==> src/hdl/bba_ram.sv <==
// Generic single-write, single-read RAM with a registered read port.
// Used for both allocation bitmaps; depends on nothing.
module bba_ram #(
    parameter int WIDTH = 32,
    parameter int DEPTH = 128,
    parameter int AW = (DEPTH > 1) ? $clog2(DEPTH) : 1
) (
    input  logic             clk,
    input  logic             we,
    input  logic [AW-1:0]    waddr,
    input  logic [WIDTH-1:0] wdata,
    input  logic [AW-1:0]    raddr,
    output logic [WIDTH-1:0] rdata
);

    logic [WIDTH-1:0] mem [DEPTH];
    logic [WIDTH-1:0] rdata_reg;

    always_ff @(posedge clk)
    begin
        if (we)
        begin
            mem[waddr] <= wdata;
        end
        rdata_reg <= mem[raddr];
    end

    assign rdata = rdata_reg;

endmodule

==> config.mk <==
export PLATFORM = sky130hd
export DESIGN_NAME = bba_ram
export DESIGN_NICKNAME = d
export VERILOG_FILES = /design/src/hdl/bba_ram.sv
export SDC_FILE = /design/constraint.sdc
export NUM_CORES = 2
export LEC_CHECK = 0
export BUFFER_PORTS_ARGS = -buffer_cell sky130_fd_sc_hd__buf_4
export CORE_ASPECT_RATIO = 0.7
export CORE_MARGIN = 5
export CORE_UTILIZATION = 55
export CTS_BUF_LIST = sky130_fd_sc_hd__clkbuf_4 sky130_fd_sc_hd__clkbuf_8 sky130_fd_sc_hd__clkbuf_16
export DETAILED_ROUTE_END_ITERATION = 12
export MAX_ROUTING_LAYER = met4
export PLACE_DENSITY_LB_ADDON = 0.1
export SLEW_MARGIN = 20
export SYNTH_ARGS = -nofsm -noshare
export SYNTH_HDL_FRONTEND = slang
export SYNTH_SLANG_ARGS = --single-unit
==> constraint.sdc <==
create_clock -name clk -period 4.5 [get_ports clk]
set_clock_uncertainty 0.05 [all_clocks]
set_input_delay 0.9 -clock clk [delete_from_list [all_inputs] [get_ports clk]]
set_output_delay 0.9 -clock clk [all_outputs]
set_load 0.02 [all_outputs]
==> results.ini <==
[logic_synthesis]
ys_warn_count=0
ys_seq_area_frac=0.7912
syn_nets=6038
syn_area_per_cell_um2=26.09
ys_types=17
syn_area_um2=156300
ys_ff_latch=4128
postSynthCellCount=5990

[worst_setup_path]
crit_fanout=28
crit_required_ps=5240
rr_startpoint=mem[21][7]
r2r_slack_ps=1780
arrival_ps=4040
endpoint=rdata[28]
crit_path_start_kind=input pin
endpoint_kind=flop
crit_start=raddr[0]
critical_path_class=input pin to flop
rr_endpoint=rdata[7]
reg2regPathDepth=4

[timing]
slew_violations=0
fin_crit_sh=0.7342
fmax_mhz=302.7
rsz0062_at_grt=no
finalHoldViolCount=0
setup_viol=0
period_needed_ps=3304
worstMarginPinSlew_ps=1191
tns_ps=0
relSlewSlack=0.2061

[route]
drtIter0Drc=11241
vias=72242
via_per_inst=6.777
wl_um=419600
avgRoutedWirePerCell_um=39.36
antenna_left=0
drt_first_pass_iters=6
drc=0

[clock_network]
clock_path_buffers=4
cts_root_buffer=clkbuf_16
cts_resized=0
htree_levels=5
cts_buffers=385
postCtsSetupBuffers=0
clk_latency_ps=920
cts_tree=yes
holdBufCountCts=0
clkTransAtPathRegs_ps=60
cts_sinks=4128

[layout]
area_growth_syn_to_layout_pct=14.53
largest_reg_flops=4096
regArea_um2=123600
fin_cells=10660
multi_input_area_um2=32290
drive_above_1_share=0.3790
n_fill_cell=18318
nNetsFinal=6577

[grt]
grt_max_degree=129
antenna_found_initial=45
overflow=0
grt.total_usage=0.2958
grt_pass1_wl_um=582300
grt_pass1_vias=70931

[floorplanning]
ios=80
dieWidth_um=647.1
die_h_um=456.0
core-area_um2=282300
num_rows=163
initial_core_util=0.5537
dieArea_um2=295100

[placement]
io_buffer_count=79
hpwl_um=239800
gp_congestion=0.8372
post-place-cells=9934

[power_and_ir_drop]
peakVddDrop_v=0.0004280
total_power_mw=79.91
p_leak_nw=55.16
p_per_area_nw_per_um2=446.5

[run]
maxCapViolCount=0

[worst_hold_path]
worstHoldPathType=input pin to flop

[status]
status=complete, no violations

==> area by class of cell <==
type / count / share of cell area
Antenna cell: 26 / 0.0003635
Clock buffer: 483 / 0.05942
Clock inverter: 214 / 0.01150
Multi-Input combinational cell: 1546 / 0.1804
Sequential cell: 4128 / 0.6908
Tap cell: 3795 / 0.02653
Timing Repair Buffer: 468 / 0.03097
==> placed cells by master (no fill, tap or decap), types with 38 or more instances in the layout <==
cell / count
clkbuf_16: 398
clkinv_1: 84
clkinv_2: 62
buf_12: 155
mux4_2: 1344
nor2_4: 119
buf_4: 305
bufinv_16: 38
clkbuf_4: 79
edfxtp_1: 4096
==> metal layers <==
metal,GRT usage,share of wire,wire [um]
met2,0.4113,0.45,188600
met5,-,0,0
met1,0.4580,0.41,170900
met4,0.07350,0.027,11250
met3,0.06064,0.12,48910
==> worst max-delay path: stages <==
cell,delay (ps)
buf_16,220
buf_12,230
buf_12,280
buf_12,280
mux4_2,530
mux4_2,570
mux4_2,600
mux2_2,310
==> cells in the mapped netlist (all sizes together) <==
| cell type | instances | share of area |
|---|---|---|
| dfxtp | 32 | 0.0041 |
| mux4 | 1344 | 0.19 |
| clkbuf | 182 | 0.0044 |
| mux2 | 32 | 0.0023 |
| nand2b | 2 | 0.000080 |
| nor2b | 7 | 0.00028 |
| edfxtp | 4096 | 0.79 |
| nand3 | 12 | 0.00038 |
| nor2 | 122 | 0.0029 |
| or3 | 1 | 0.000040 |
| nor3 | 9 | 0.00029 |
| buf | 134 | 0.0040 |
| nand4 | 3 | 0.00012 |
| nand2 | 14 | 0.00034 |
==> where the power goes <==
part,leakage (nW),switching (mW),internal (mW)
Sequential,37.1,0.181,42.4
Clock,6.30,13.9,18.9
Combinational,11.8,2.77,1.71
Total,55.2,16.8,63.1
==> cell families after synthesis <==
group | after synthesis | share of synthesized area
DFF | 4128 | 0.7912
muxes | 1376 | 0.1960
and+or+nand+nor | 170 | 0.004460
buffers and inverters | 316 | 0.008391
==> through the flow <==
step / setup WS [ps] / utilization / cell area (um2) / hold WS, ps
after floorplan: 311.3 / - / 156300 / 948.9
after CTS: 1218 / 0.6336 / 178800 / 301.2
after detailed placement: 264.4 / 0.5886 / 166100 / 1062
after global routing: 1121 / 0.6340 / 179000 / 336.1
final: 1196 / 0.6341 / 179000 / 366.2
after global placement: 270.8 / 0.5886 / 166100 / 1057
==> how the worst min path moves through the flow <==
stage	from	end	slack, ps	depth (start not counted)
floorplan	wdata[0]	mem[0][0]	950	0
detailed placement	mem[76][6]	rdata[6]	1060	4
global placement	mem[78][16]	rdata[16]	1060	4
global route	wdata[7]	mem[12][7]	340	1
CTS	wdata[7]	mem[11][7]	300	1
finish	wdata[7]	mem[8][7]	370	1
Note: power is estimated with default switching activity, not from simulation.
