==> src/hdl/bba_pkg.sv <==
// Package for the bitmap block allocator.
// Holds parameter defaults, field widths, status codes and the sequencer state type.
// Depends on nothing.
package bba_pkg;

    localparam int INODE_BITS_DEFAULT = 4096;
    localparam int DATA_BITS_DEFAULT  = 32768;
    localparam int WORD_BITS_DEFAULT  = 32;

    localparam int INDEX_W = 15;
    localparam int STATUS_W = 2;
    localparam int COUNT_W = 16;

    localparam logic [COUNT_W-1:0] DATA_BLOCK_COUNT_RESET = 16'd31734;

    localparam logic [STATUS_W-1:0] STATUS_OK    = 2'd0;
    localparam logic [STATUS_W-1:0] STATUS_FULL  = 2'd1;
    localparam logic [STATUS_W-1:0] STATUS_RANGE = 2'd2;

    localparam logic OP_ALLOC = 1'b0;
    localparam logic OP_MARK  = 1'b1;

    localparam logic POOL_INODE = 1'b0;
    localparam logic POOL_DATA  = 1'b1;

    typedef enum logic [2:0] {
        S_CLEAR,
        S_IDLE,
        S_START,
        S_DIV,
        S_READ,
        S_CHECK,
        S_RESP
    } bba_state_t;

endpackage

==> src/hdl/bba_index_div.sv <==
// Splits a bit index into word number and bit offset by WORD_BITS.
// Shift and mask for a power of two, otherwise a reciprocal multiplication followed by
// a registered multiply-subtract. Uses bba_pkg.
module bba_index_div #(
    parameter int WORD_BITS = 32,
    parameter int OFFW = $clog2(WORD_BITS)
) (
    input  logic                        clk,
    input  logic                        rst_n,
    input  logic                        start,
    input  logic [bba_pkg::INDEX_W-1:0] dividend,
    output logic                        done,
    output logic [bba_pkg::INDEX_W-1:0] quotient,
    output logic [OFFW-1:0]             remainder
);

    import bba_pkg::*;

    localparam bit IS_POW2 = (WORD_BITS & (WORD_BITS - 1)) == 0;
    localparam int SHIFT   = INDEX_W + OFFW;
    localparam int RW      = INDEX_W + 2;
    localparam int PW      = INDEX_W + RW;
    localparam longint unsigned RECIP_VAL =
        ((64'd1 << SHIFT) + 64'(WORD_BITS) - 64'd1) / 64'(WORD_BITS);
    localparam logic [RW-1:0] RECIP = RW'(RECIP_VAL);

    logic               busy_reg, busy_next;
    logic               done_reg, done_next;
    logic [INDEX_W-1:0] num_reg, num_next;
    logic [INDEX_W-1:0] quo_reg, quo_next;
    logic [OFFW-1:0]    rem_reg, rem_next;
    logic [PW-1:0]      product;
    logic [INDEX_W-1:0] back;

    assign product = PW'(dividend) * PW'(RECIP);
    assign back    = INDEX_W'(quo_reg * INDEX_W'(WORD_BITS));

    always_comb
    begin
        busy_next = 1'b0;
        done_next = 1'b0;
        num_next  = num_reg;
        quo_next  = quo_reg;
        rem_next  = rem_reg;
        if (start)
        begin
            num_next = dividend;
            if (IS_POW2)
            begin
                quo_next  = dividend >> OFFW;
                rem_next  = dividend[OFFW-1:0];
                done_next = 1'b1;
            end
            else
            begin
                quo_next  = INDEX_W'(product >> SHIFT);
                busy_next = 1'b1;
            end
        end
        else if (busy_reg)
        begin
            rem_next  = OFFW'(num_reg - back);
            done_next = 1'b1;
        end
    end

    always_ff @(posedge clk or negedge rst_n)
    begin
        if (!rst_n)
        begin
            busy_reg <= 1'b0;
            done_reg <= 1'b0;
        end
        else
        begin
            busy_reg <= busy_next;
            done_reg <= done_next;
        end
    end

    always_ff @(posedge clk)
    begin
        num_reg <= num_next;
        quo_reg <= quo_next;
        rem_reg <= rem_next;
    end

    assign done      = done_reg;
    assign quotient  = quo_reg;
    assign remainder = rem_reg;

endmodule

==> config.mk <==
export PLATFORM = sky130hd
export DESIGN_NAME = bba_index_div
export DESIGN_NICKNAME = d
export VERILOG_FILES = /design/src/hdl/bba_pkg.sv /design/src/hdl/bba_index_div.sv
export SDC_FILE = /design/constraint.sdc
export NUM_CORES = 1
export LEC_CHECK = 0
export ABC_AREA = 1
export BUFFER_PORTS_ARGS = -buffer_cell sky130_fd_sc_hd__clkbuf_2
export CAP_MARGIN = 20
export CORE_MARGIN = 10
export CORE_UTILIZATION = 37
export DETAILED_ROUTE_END_ITERATION = 10
export PLACE_DENSITY = 0.83
export SLEW_MARGIN = 15
export SYNTH_ARGS = -nofsm -noshare
export SYNTH_HDL_FRONTEND = slang
export SYNTH_SLANG_ARGS = --single-unit
export TNS_END_PERCENT = 30
==> constraint.sdc <==
create_clock -name clk -period 0.8 [get_ports clk]
set_input_delay 0.16 -clock clk [delete_from_list [all_inputs] [get_ports clk]]
set_output_delay 0.16 -clock clk [all_outputs]
set_load 0.01 [all_outputs]
==> flow_summary.yaml <==
hold_path:
  hold_end: "quotient[1]"
  hold_path.class: "input port to register"
  hp-start: "dividend[6]"
  hold_path_depth: 1
drt:
  drc: 0
  drtIter0Drc: 3
  vias_per_cell: 4.28
  dr.pass1.iters: 2
  vias: 317
  drt_wl_total_mm: 1.17
  ant_nets: 0
  wl_per_cell_um: 15.8
clocking:
  ctsRootBufferMaster: "clkbuf_4"
  clk_pin_slew_worst_paths_ps: 80
  htree_levels: 1
  clk_path_buf_depth: 2
  clock-sinks: 16
  cts_tree: "yes"
  cts_inserted_buffers: 3
layout:
  largest_reg_flops: 10
  fillers: 125
  layout-drive-gt1-share_pct: 61.0
  synthToLayoutAreaGrowth_pct: 38.3
  num-nets-final: 78
  diodes: 0
floorplan:
  top_level_ports: 39
  fp.dieW_um: 57.4
  die_y_um: 57.4
  std_cell_rows: 13
  start_util_pct: 39.7
  die_area_um2: 3290
  core_um2: 1300
pwr:
  p_per_area_nw_per_um2: 2200
  power_uw: 1570
  leakage_uw: 0.000331
  peakVddDrop_mv: 1.32
worst_setup_path:
  critical_path_required_ps: 640
  path_cells: "clkbuf_2"
  crit_buf_inv: 1
  timing_worst_setup_path_type: "register to primary output"
  cp_max_fo: 1
  crit_path_start_kind: "register"
  crit_path_end_kind: "primary output"
  cp_slowest_cell: "edfxtp_1"
  cpLargestDelayFamily: "flip-flops"
  arrival_ps: 780
  worst_path_largest_cell_delay_ps: 370
synthesis:
  yosysWarnings: 0
  syn_avg_cell_area_um2: 23.5
  synth_seq_cells: 16
  synth_seq_area_share_pct: 92.0
  synth_top_cell_by_area: "edfxtp_1"
  synth.distinct_cells: 4
  synth_cells: 22
  syn-cell-area_um2: 517
  yosysTopAreaCellShare_pct: 87.2
  synth_area_leaders: "edfxtp_1 (87%), buf_4 (7.3%), dfrtp_1 (4.8%)"
run:
  cap_violations: 0
sta:
  drv_slew: 0
  rsz0062_at_grt: "yes"
  hold_viol: 0
  tns_ps: -2130
  clock.fmax_ghz: 1.06
  finalCritPeriodShare_pct: 118
  min_period_ps: 944
  postLayoutSetupSlackWorst_ps: -144
  setup_viol: 16
grt:
  met1_usage_pct: 7.67
  grt_pass1_vias: 370
  grt_pass1_wl_mm: 1.79
  grt_use_met3_pct: 7.52
  antenna_found_initial: 0
  grt_most_used_layer: "met2"
  met2_usage_pct: 8.90
  overflow: 0
  grt_max_degree: 17
  grt.total_usage_pct: 7.17
placement:
  io_buffer_count: 33
  gp_congestion: 0.653
  pre_cts_ws_ps: -33.7
status:
  violations: "negative setup slack"
  status: "finished, violations left"
-- layer usage --
layer | part of all wire [%] | vias up
met4 | 0 | 0
met5 | 0 | -
li1 | - | 144
met3 | 21 | 0
met2 | 39 | 32
met1 | 39 | 141
-- cell type report --
cell class	count	area [um^2]	share of cell area [%]
Timing Repair Buffer	34	175	24.5
Sequential cell	16	475	66.5
Clock buffer	4	26.3	3.68
Multi-Input combinational cell	5	18.8	2.63
Tap cell	15	18.8	2.63
-- how the worst max path moves through the flow --
stage	from	endpoint	slack, ps	depth (start not counted)
after floorplan	quotient[0]	quotient[0]	250	0
after global placement	start	quotient[3]	-3	1
after detailed placement	start	quotient[6]	-30	1
after CTS	quotient[3]	quotient[3]	-170	1
after global routing	quotient[9]	quotient[9]	-200	1
final	quotient[9]	quotient[9]	-140	1
-- placed cells by master, fill, tap and decap left out --
master,n
conb_1,5
clkbuf_4,3
edfxtp_1,15
clkbuf_2,32
dlygate4sd3_1,1
clkbuf_1,1
dfrtp_1,1
buf_2,1
-- power by group --
part           internal (uW)  switching [uW]  total (uW)
logic                   71.5            95.7         167
clock network            193             214         407
registers                986            15.5        1000
total                   1250             325        1570
-- kinds of logic (layout without fill, tap and decap cells) --
group | count (synthesis) | count (layout) | synth area share (%)
DFF | 16 | 16 | 92.0
buffers and inverters | 5 | 38 | 7.26
other | 1 | 5 | 0.726
-- synthesized netlist by cell type (all sizes together) --
master and n:
edfxtp 15, dfrtp 1, conb 1, buf 5
-- what timing repair did --
action | CTS | global route
endpoints found under the hold margin | 1 | 0
buffers inserted | 0 | 0
hold buffers | 1 | 0
setup endpoints to repair | 16 | 16
gates resized for setup | 0 | 1
pin swaps | 0 | 0
-- metrics by stage --
step / area, um^2 / cells / util [%] / hold WS [ps]
after floorplan: 532 / 26 / - / -136
after global routing: 714 / 74 / 54.9 / 36.9
after CTS: 714 / 74 / 54.9 / 49.3
after detailed placement: 678 / 69 / 52.1 / -64.3
final: 714 / 74 / 54.9 / 58.2
after global placement: 678 / 69 / 52.1 / -64.5
No activity file was read; power rests on OpenSTA's default activity.
