--- config.mk ---
export PLATFORM = sky130hd
export DESIGN_NAME = bba_clear_find
export DESIGN_NICKNAME = d
export VERILOG_FILES = /design/src/hdl/bba_clear_find.sv
export SDC_FILE = /design/constraint.sdc
export NUM_CORES = 1
export LEC_CHECK = 0
export ABC_CLOCK_PERIOD_IN_PS = 1200
export BUFFER_PORTS_ARGS = -buffer_cell sky130_fd_sc_hd__buf_2
export CAP_MARGIN = 15
export CORE_AREA = 2 2 39 41
export DETAILED_ROUTE_END_ITERATION = 16
export DIE_AREA = 0 0 41 43
export PLACE_DENSITY = 0.7
export REMOVE_ABC_BUFFERS = 1
export SETUP_SLACK_MARGIN = 0.02
export SYNTH_ARGS = -nofsm -noshare
export SYNTH_HDL_FRONTEND = slang
export SYNTH_SLANG_ARGS = --single-unit
--- constraint.sdc ---
create_clock -name vclk -period 1.2
set_input_delay 0.24 -clock vclk [all_inputs]
set_output_delay 0.24 -clock vclk [all_outputs]
set_load 0.02 [all_outputs]
--- src/hdl/bba_clear_find.sv ---
// Finds the lowest-index clear bit of one bitmap word, index 0 being the MSB.
// Depends on nothing.
module bba_clear_find #(
    parameter int WORD_BITS = 32,
    parameter int OFFW = $clog2(WORD_BITS)
) (
    input  logic [WORD_BITS-1:0] word,
    output logic                 found,
    output logic [OFFW-1:0]      offset
);

    always_comb
    begin
        found  = 1'b0;
        offset = '0;
        for (int p = 0; p < WORD_BITS; p++)
        begin
            if (!word[p])
            begin
                found  = 1'b1;
                offset = OFFW'(WORD_BITS - 1 - p);
            end
        end
    end

endmodule

==> results.cfg, run 1 <==
[run_status]
status = finished with violations
violations = setup timing

[sta]
relSlewSlack_pct = 82.6
period_needed_ns = 1.48
hold_viol = 0
finalCritPeriodShare_pct = 124
fmax_mhz = 674
drv_slew = 0
tightest_slew_ns = 0.260
timing.final.ws_setup_ns = -0.284
rsz0062_at_grt = true
setup_viol = 6

[pwr]
powerDensity_nw_per_um2 = 276
p_comb_share_pct = 100.0
switching_share_pct = 41.3
p_switching_uw = 111
seqPwrFrac_pct = 0
ir_drop_mv = 0.196
p_clk_share_pct = 0
intPower_uw = 157
p_leak_uw = 0.000452

[setup_path]
worstSetupStartpointType = input pin
path_cells = buf_6 > inv_2 > o21ai_2 > a21o_1 > a2111oi_2 > o221a_2 > buf_6
worstPathArrival_ns = 1.24
critPathKind = in2out
slowest_delay_ns = 0.28
worst_ep_required_time_ns = 0.96
crit_start = word[20]
cpMostUsedCell = buf_6
cp-end-kind = output port
critPathMaxFanout = 2
critical-path-slowest-cell = a2111oi_2

[die]
num_io_pins = 38
core_um2 = 1380
core.rowCount = 14
die_x_um = 41
die-height_um = 43
start_util_pct = 28.4
die-area_um2 = 1760

[global_route]
top_usage_layer = met2
grt_util_all_layers_pct = 21.0
grt_max_degree = 6
met2_usage_pct = 42.5
grt_antenna_before_repair = 0
grt_pass1_wl_mm = 2.69
grt_use_met3_pct = 0.524
gr-usage-met1_pct = 23.2
grt_pass1_vias = 697
grt_overflow_total = 0

[final_layout]
layout-drive-gt1-share_pct = 61.6
finalNonFillerCells = 141
nets = 159
seq_area_um2 = 0
diodes = 0
nFlopsAndLatches = 0
areaGrowthSynthToFinish_pct = 146
fin_area_um2 = 968
nClkBuffers = 0
finalCoreUtilization_pct = 70.0

[yosys]
ys_warn_count = 0
ys_seq_area_share_pct = 0
ys_top_cells_by_count = 11 x nand2_1, 9 x nand4_1, 6 x inv_1, 6 x nand3_1, 5 x a21oi_1
synth_top_area_cell = nand4_1
synth.avg_cell_area_um2 = 5.95
yosysUniqueCellTypes = 22
synth_top_cell_area_share_pct = 14.3
yosysMostFrequentCell = nand2_1
ys_top_cells_by_area = nand4_1 14%, nand2_1 11%, nand3_1 7.6%
netlist_instances = 66
syn_area_um2 = 393

[min_path]
min_from = word[25]
hold_class = in2out

[placed_design]
port-buffer-count = 38
numPlacedInstances = 140
dp_hpwl_mm = 1.30
dp_slack_ns = -0.379
dpl_cell_area_um2 = 753
globalplace.congestion = 0.770

[detailed_routing]
drt_iter0_markers = 8
antenna_left = 0
drt_pass1_iterations = 4
drc_errors = 0
post_drt_wl_per_cell_um = 12.8
vias_per_cell = 5.49
vias = 774
wl_mm = 1.81

[run]
maxCapViolCount = 0

[clock_network]
cts_hold_buf = 0
placed cells by master, fill, tap and decap left out, drive strengths merged, types with 2 or more instances in the layout:
cell      n
or3       2
a31oi     4
buf      59
a21oi     5
nand3     6
o21ai     5
inv       6
nor3      2
nor2      4
nand4     9
nand3b    2
o2111ai   2
nand2    11
worst max-delay path, delay by kind of cell:
family | cells | cell delay, ns
compound gates | 4 | 0.75
buf+inv | 3 | 0.25
worst paths after layout:
path,end,slack [ns],cells after the start
worst max-delay path,offset[0],-0.28,7
worst min-delay path,offset[2],0.92,5
metal layers:
layer,vias up,wire (µm)
li1,381,-
met3,2,108
met4,0,28
met1,356,694
met5,-,0
met2,35,978
cell families after synthesis:
family | synth area share, %
AO/OA/AOI/OAI | 36.0
buffers and inverters | 5.73
AND/OR/NAND/NOR | 58.3
through the flow:
| stage | TNS [ns] | hold slack, ns | total power [µW] |
|---|---|---|---|
| floorplan | -0.684 | 0.625 | 55.5 |
| global placement | -1.61 | 0.938 | 191 |
| detailed placement | -1.73 | 0.945 | 195 |
| CTS | -1.44 | 0.916 | 247 |
| global route | -1.70 | 0.937 | 288 |
| finish | -1.48 | 0.921 | 268 |
final cells by class:
cell class,count,area [µm²]
timing repair buffer,59,508
multi-input combinational,60,418
fill,112,415
inverter,6,22.5
tap,16,20.0
power by group through the flow:
stage,Combinational (µW),Clock (µW),Sequential (µW)
global placement,191,0,0
finish,268,0,0
detailed placement,195,0,0
global route,288,0,0
CTS,247,0,0
floorplan,55.5,0,0
what timing repair did:
action	in CTS	in global routing
buffers inserted	0	1
resized for setup	37	13
setup endpoints to repair	6	6
pin swaps	14	14
No activity file was read; power rests on OpenSTA's default activity.
==> run 2, diff against run 1 <==
--- a/config.mk
+++ b/config.mk
@@ -6,12 +6,11 @@
 export NUM_CORES = 1
 export LEC_CHECK = 0
 export ABC_CLOCK_PERIOD_IN_PS = 1200
-export BUFFER_PORTS_ARGS = -buffer_cell sky130_fd_sc_hd__buf_2
 export CAP_MARGIN = 15
 export CORE_AREA = 2 2 39 41
 export DETAILED_ROUTE_END_ITERATION = 16
 export DIE_AREA = 0 0 41 43
-export PLACE_DENSITY = 0.7
+export DONT_BUFFER_PORTS = 1
 export REMOVE_ABC_BUFFERS = 1
 export SETUP_SLACK_MARGIN = 0.02
 export SYNTH_ARGS = -nofsm -noshare
==> run 2 against run 1 <==
Against the previous run:
- the flow still finishes with violations (setup timing)
- core utilization fell by 31 points
- first-iteration DRC count decreased by 50%
- cell count fell by 34%
- critical path type unchanged
- largest power group unchanged
==> results.cfg, run 2 (synthesized netlist as in run 1, its figures left out) <==
[detailed_routing]
vias = 578
drt_iter0_markers = 4
post_drt_wl_per_cell_um = 13.6
wl_mm = 1.26
drc_errors = 0
drt_pass1_iterations = 4
vias_per_cell = 6.22
antenna_left = 0

[die]
num_io_pins = 38
start_util_pct = 28.4
core.rowCount = 14
die-area_um2 = 1760
core_um2 = 1380
die-height_um = 43
die_x_um = 41

[run_status]
status = finished with violations
violations = setup timing

[final_layout]
finalNonFillerCells = 93
nets = 111
areaGrowthSynthToFinish_pct = 37.3
nFlopsAndLatches = 0
nClkBuffers = 0
fin_area_um2 = 539
layout-drive-gt1-share_pct = 27.3
final_common_cell = nand2_1
seq_area_um2 = 0
diodes = 0
finalCoreUtilization_pct = 39.0
layout_common_cells = 11 x nand2_1, 10 x buf_4, 9 x nand4_1

[placed_design]
numPlacedInstances = 91
dp_hpwl_mm = 1.08
port-buffer-count = 0
dpl_cell_area_um2 = 480
globalplace.congestion = 0.655
dp_slack_ns = -0.222

[setup_path]
worst_ep_required_time_ns = 0.96
worstSetupStartpointType = input pin
crit_start = word[29]
critPathKind = in2out
worstPathArrival_ns = 1.12
cp-end-kind = output port
critPathMaxFanout = 4

[sta]
finalCritPeriodShare_pct = 113
hold_viol = 0
period_needed_ns = 1.36
hold_slack_ns = 0.597
drv_slew = 0
relSlewSlack_pct = 76.1
tightest_slew_ns = 0.355
setup_viol = 6
timing.final.ws_setup_ns = -0.155
fmax_mhz = 738
rsz0062_at_grt = true

[pwr]
powerDensity_nw_per_um2 = 158
switching_share_pct = 51.2
p_leak_uw = 0.000194
ir_drop_mv = 0.0564
seqPwrFrac_pct = 0
p_clk_share_pct = 0
p_comb_share_pct = 100.0
intPower_uw = 41.5
p_switching_uw = 43.6

[global_route]
grt_max_degree = 6
grt_overflow_total = 0
grt_util_all_layers_pct = 15.0
grt_pass1_vias = 586
grt_antenna_before_repair = 0
grt_pass1_wl_mm = 1.96

[min_path]
hold_class = in2out
min_from = word[31]

[clock_network]
cts_hold_buf = 0

[run]
maxCapViolCount = 0
run 2: changes by cell type in the layout (fill, tap and decap cells not counted), sizes merged:
cell / previous run / this run
buf: 59 / 11
run 2: stage by stage:
step	total power (µW)	setup TNS, ns
floorplan	55.5	-0.684
detailed placement	73.8	-0.911
global placement	72.9	-0.949
global route	95.7	-0.962
finish	85.1	-0.592
CTS	81.4	-0.672
run 2: layout make-up:
cell class                      count  area [µm²]
Inverter                            6        22.5
Fill cell                         156         845
Multi-Input combinational cell     60         410
Tap cell                           16        20.0
Timing Repair Buffer               11        86.3
run 2: power by group through the flow:
stage                     Combinational [µW]  Sequential (µW)  Clock, µW
after detailed placement                73.8                0          0
after CTS                               81.4                0          0
after global routing                    95.7                0          0
after floorplan                         55.5                0          0
final                                   85.1                0          0
after global placement                  72.9                0          0
run 2: worst paths after layout:
check / end / slack, ns / depth (start not counted)
setup / recovery: found / -0.16 / 4
hold / removal: offset[0] / 0.60 / 1
run 2: worst max-delay path, stage by stage:
cell and delay (ns):
nand4_1 0.11, or3_4 0.37, buf_6 0.13, nand3b_1 0.27
run 2: what timing repair did:
action | CTS | global route
resized for setup | 6 | 2
endpoints found under the setup margin | 6 | 6
buffers inserted | 2 | 0
pin swaps | 11 | 4
run 2: metal layers:
| metal | track usage (%) | part of all wire, % | vias to the layer above |
|---|---|---|---|
| li1 | - | - | 285 |
| met1 | 16.5 | 38 | 249 |
| met2 | 29.1 | 49 | 44 |
| met3 | 2.62 | 13 | 0 |
| met4 | 0 | 0 | 0 |
| met5 | 0 | 0 | - |
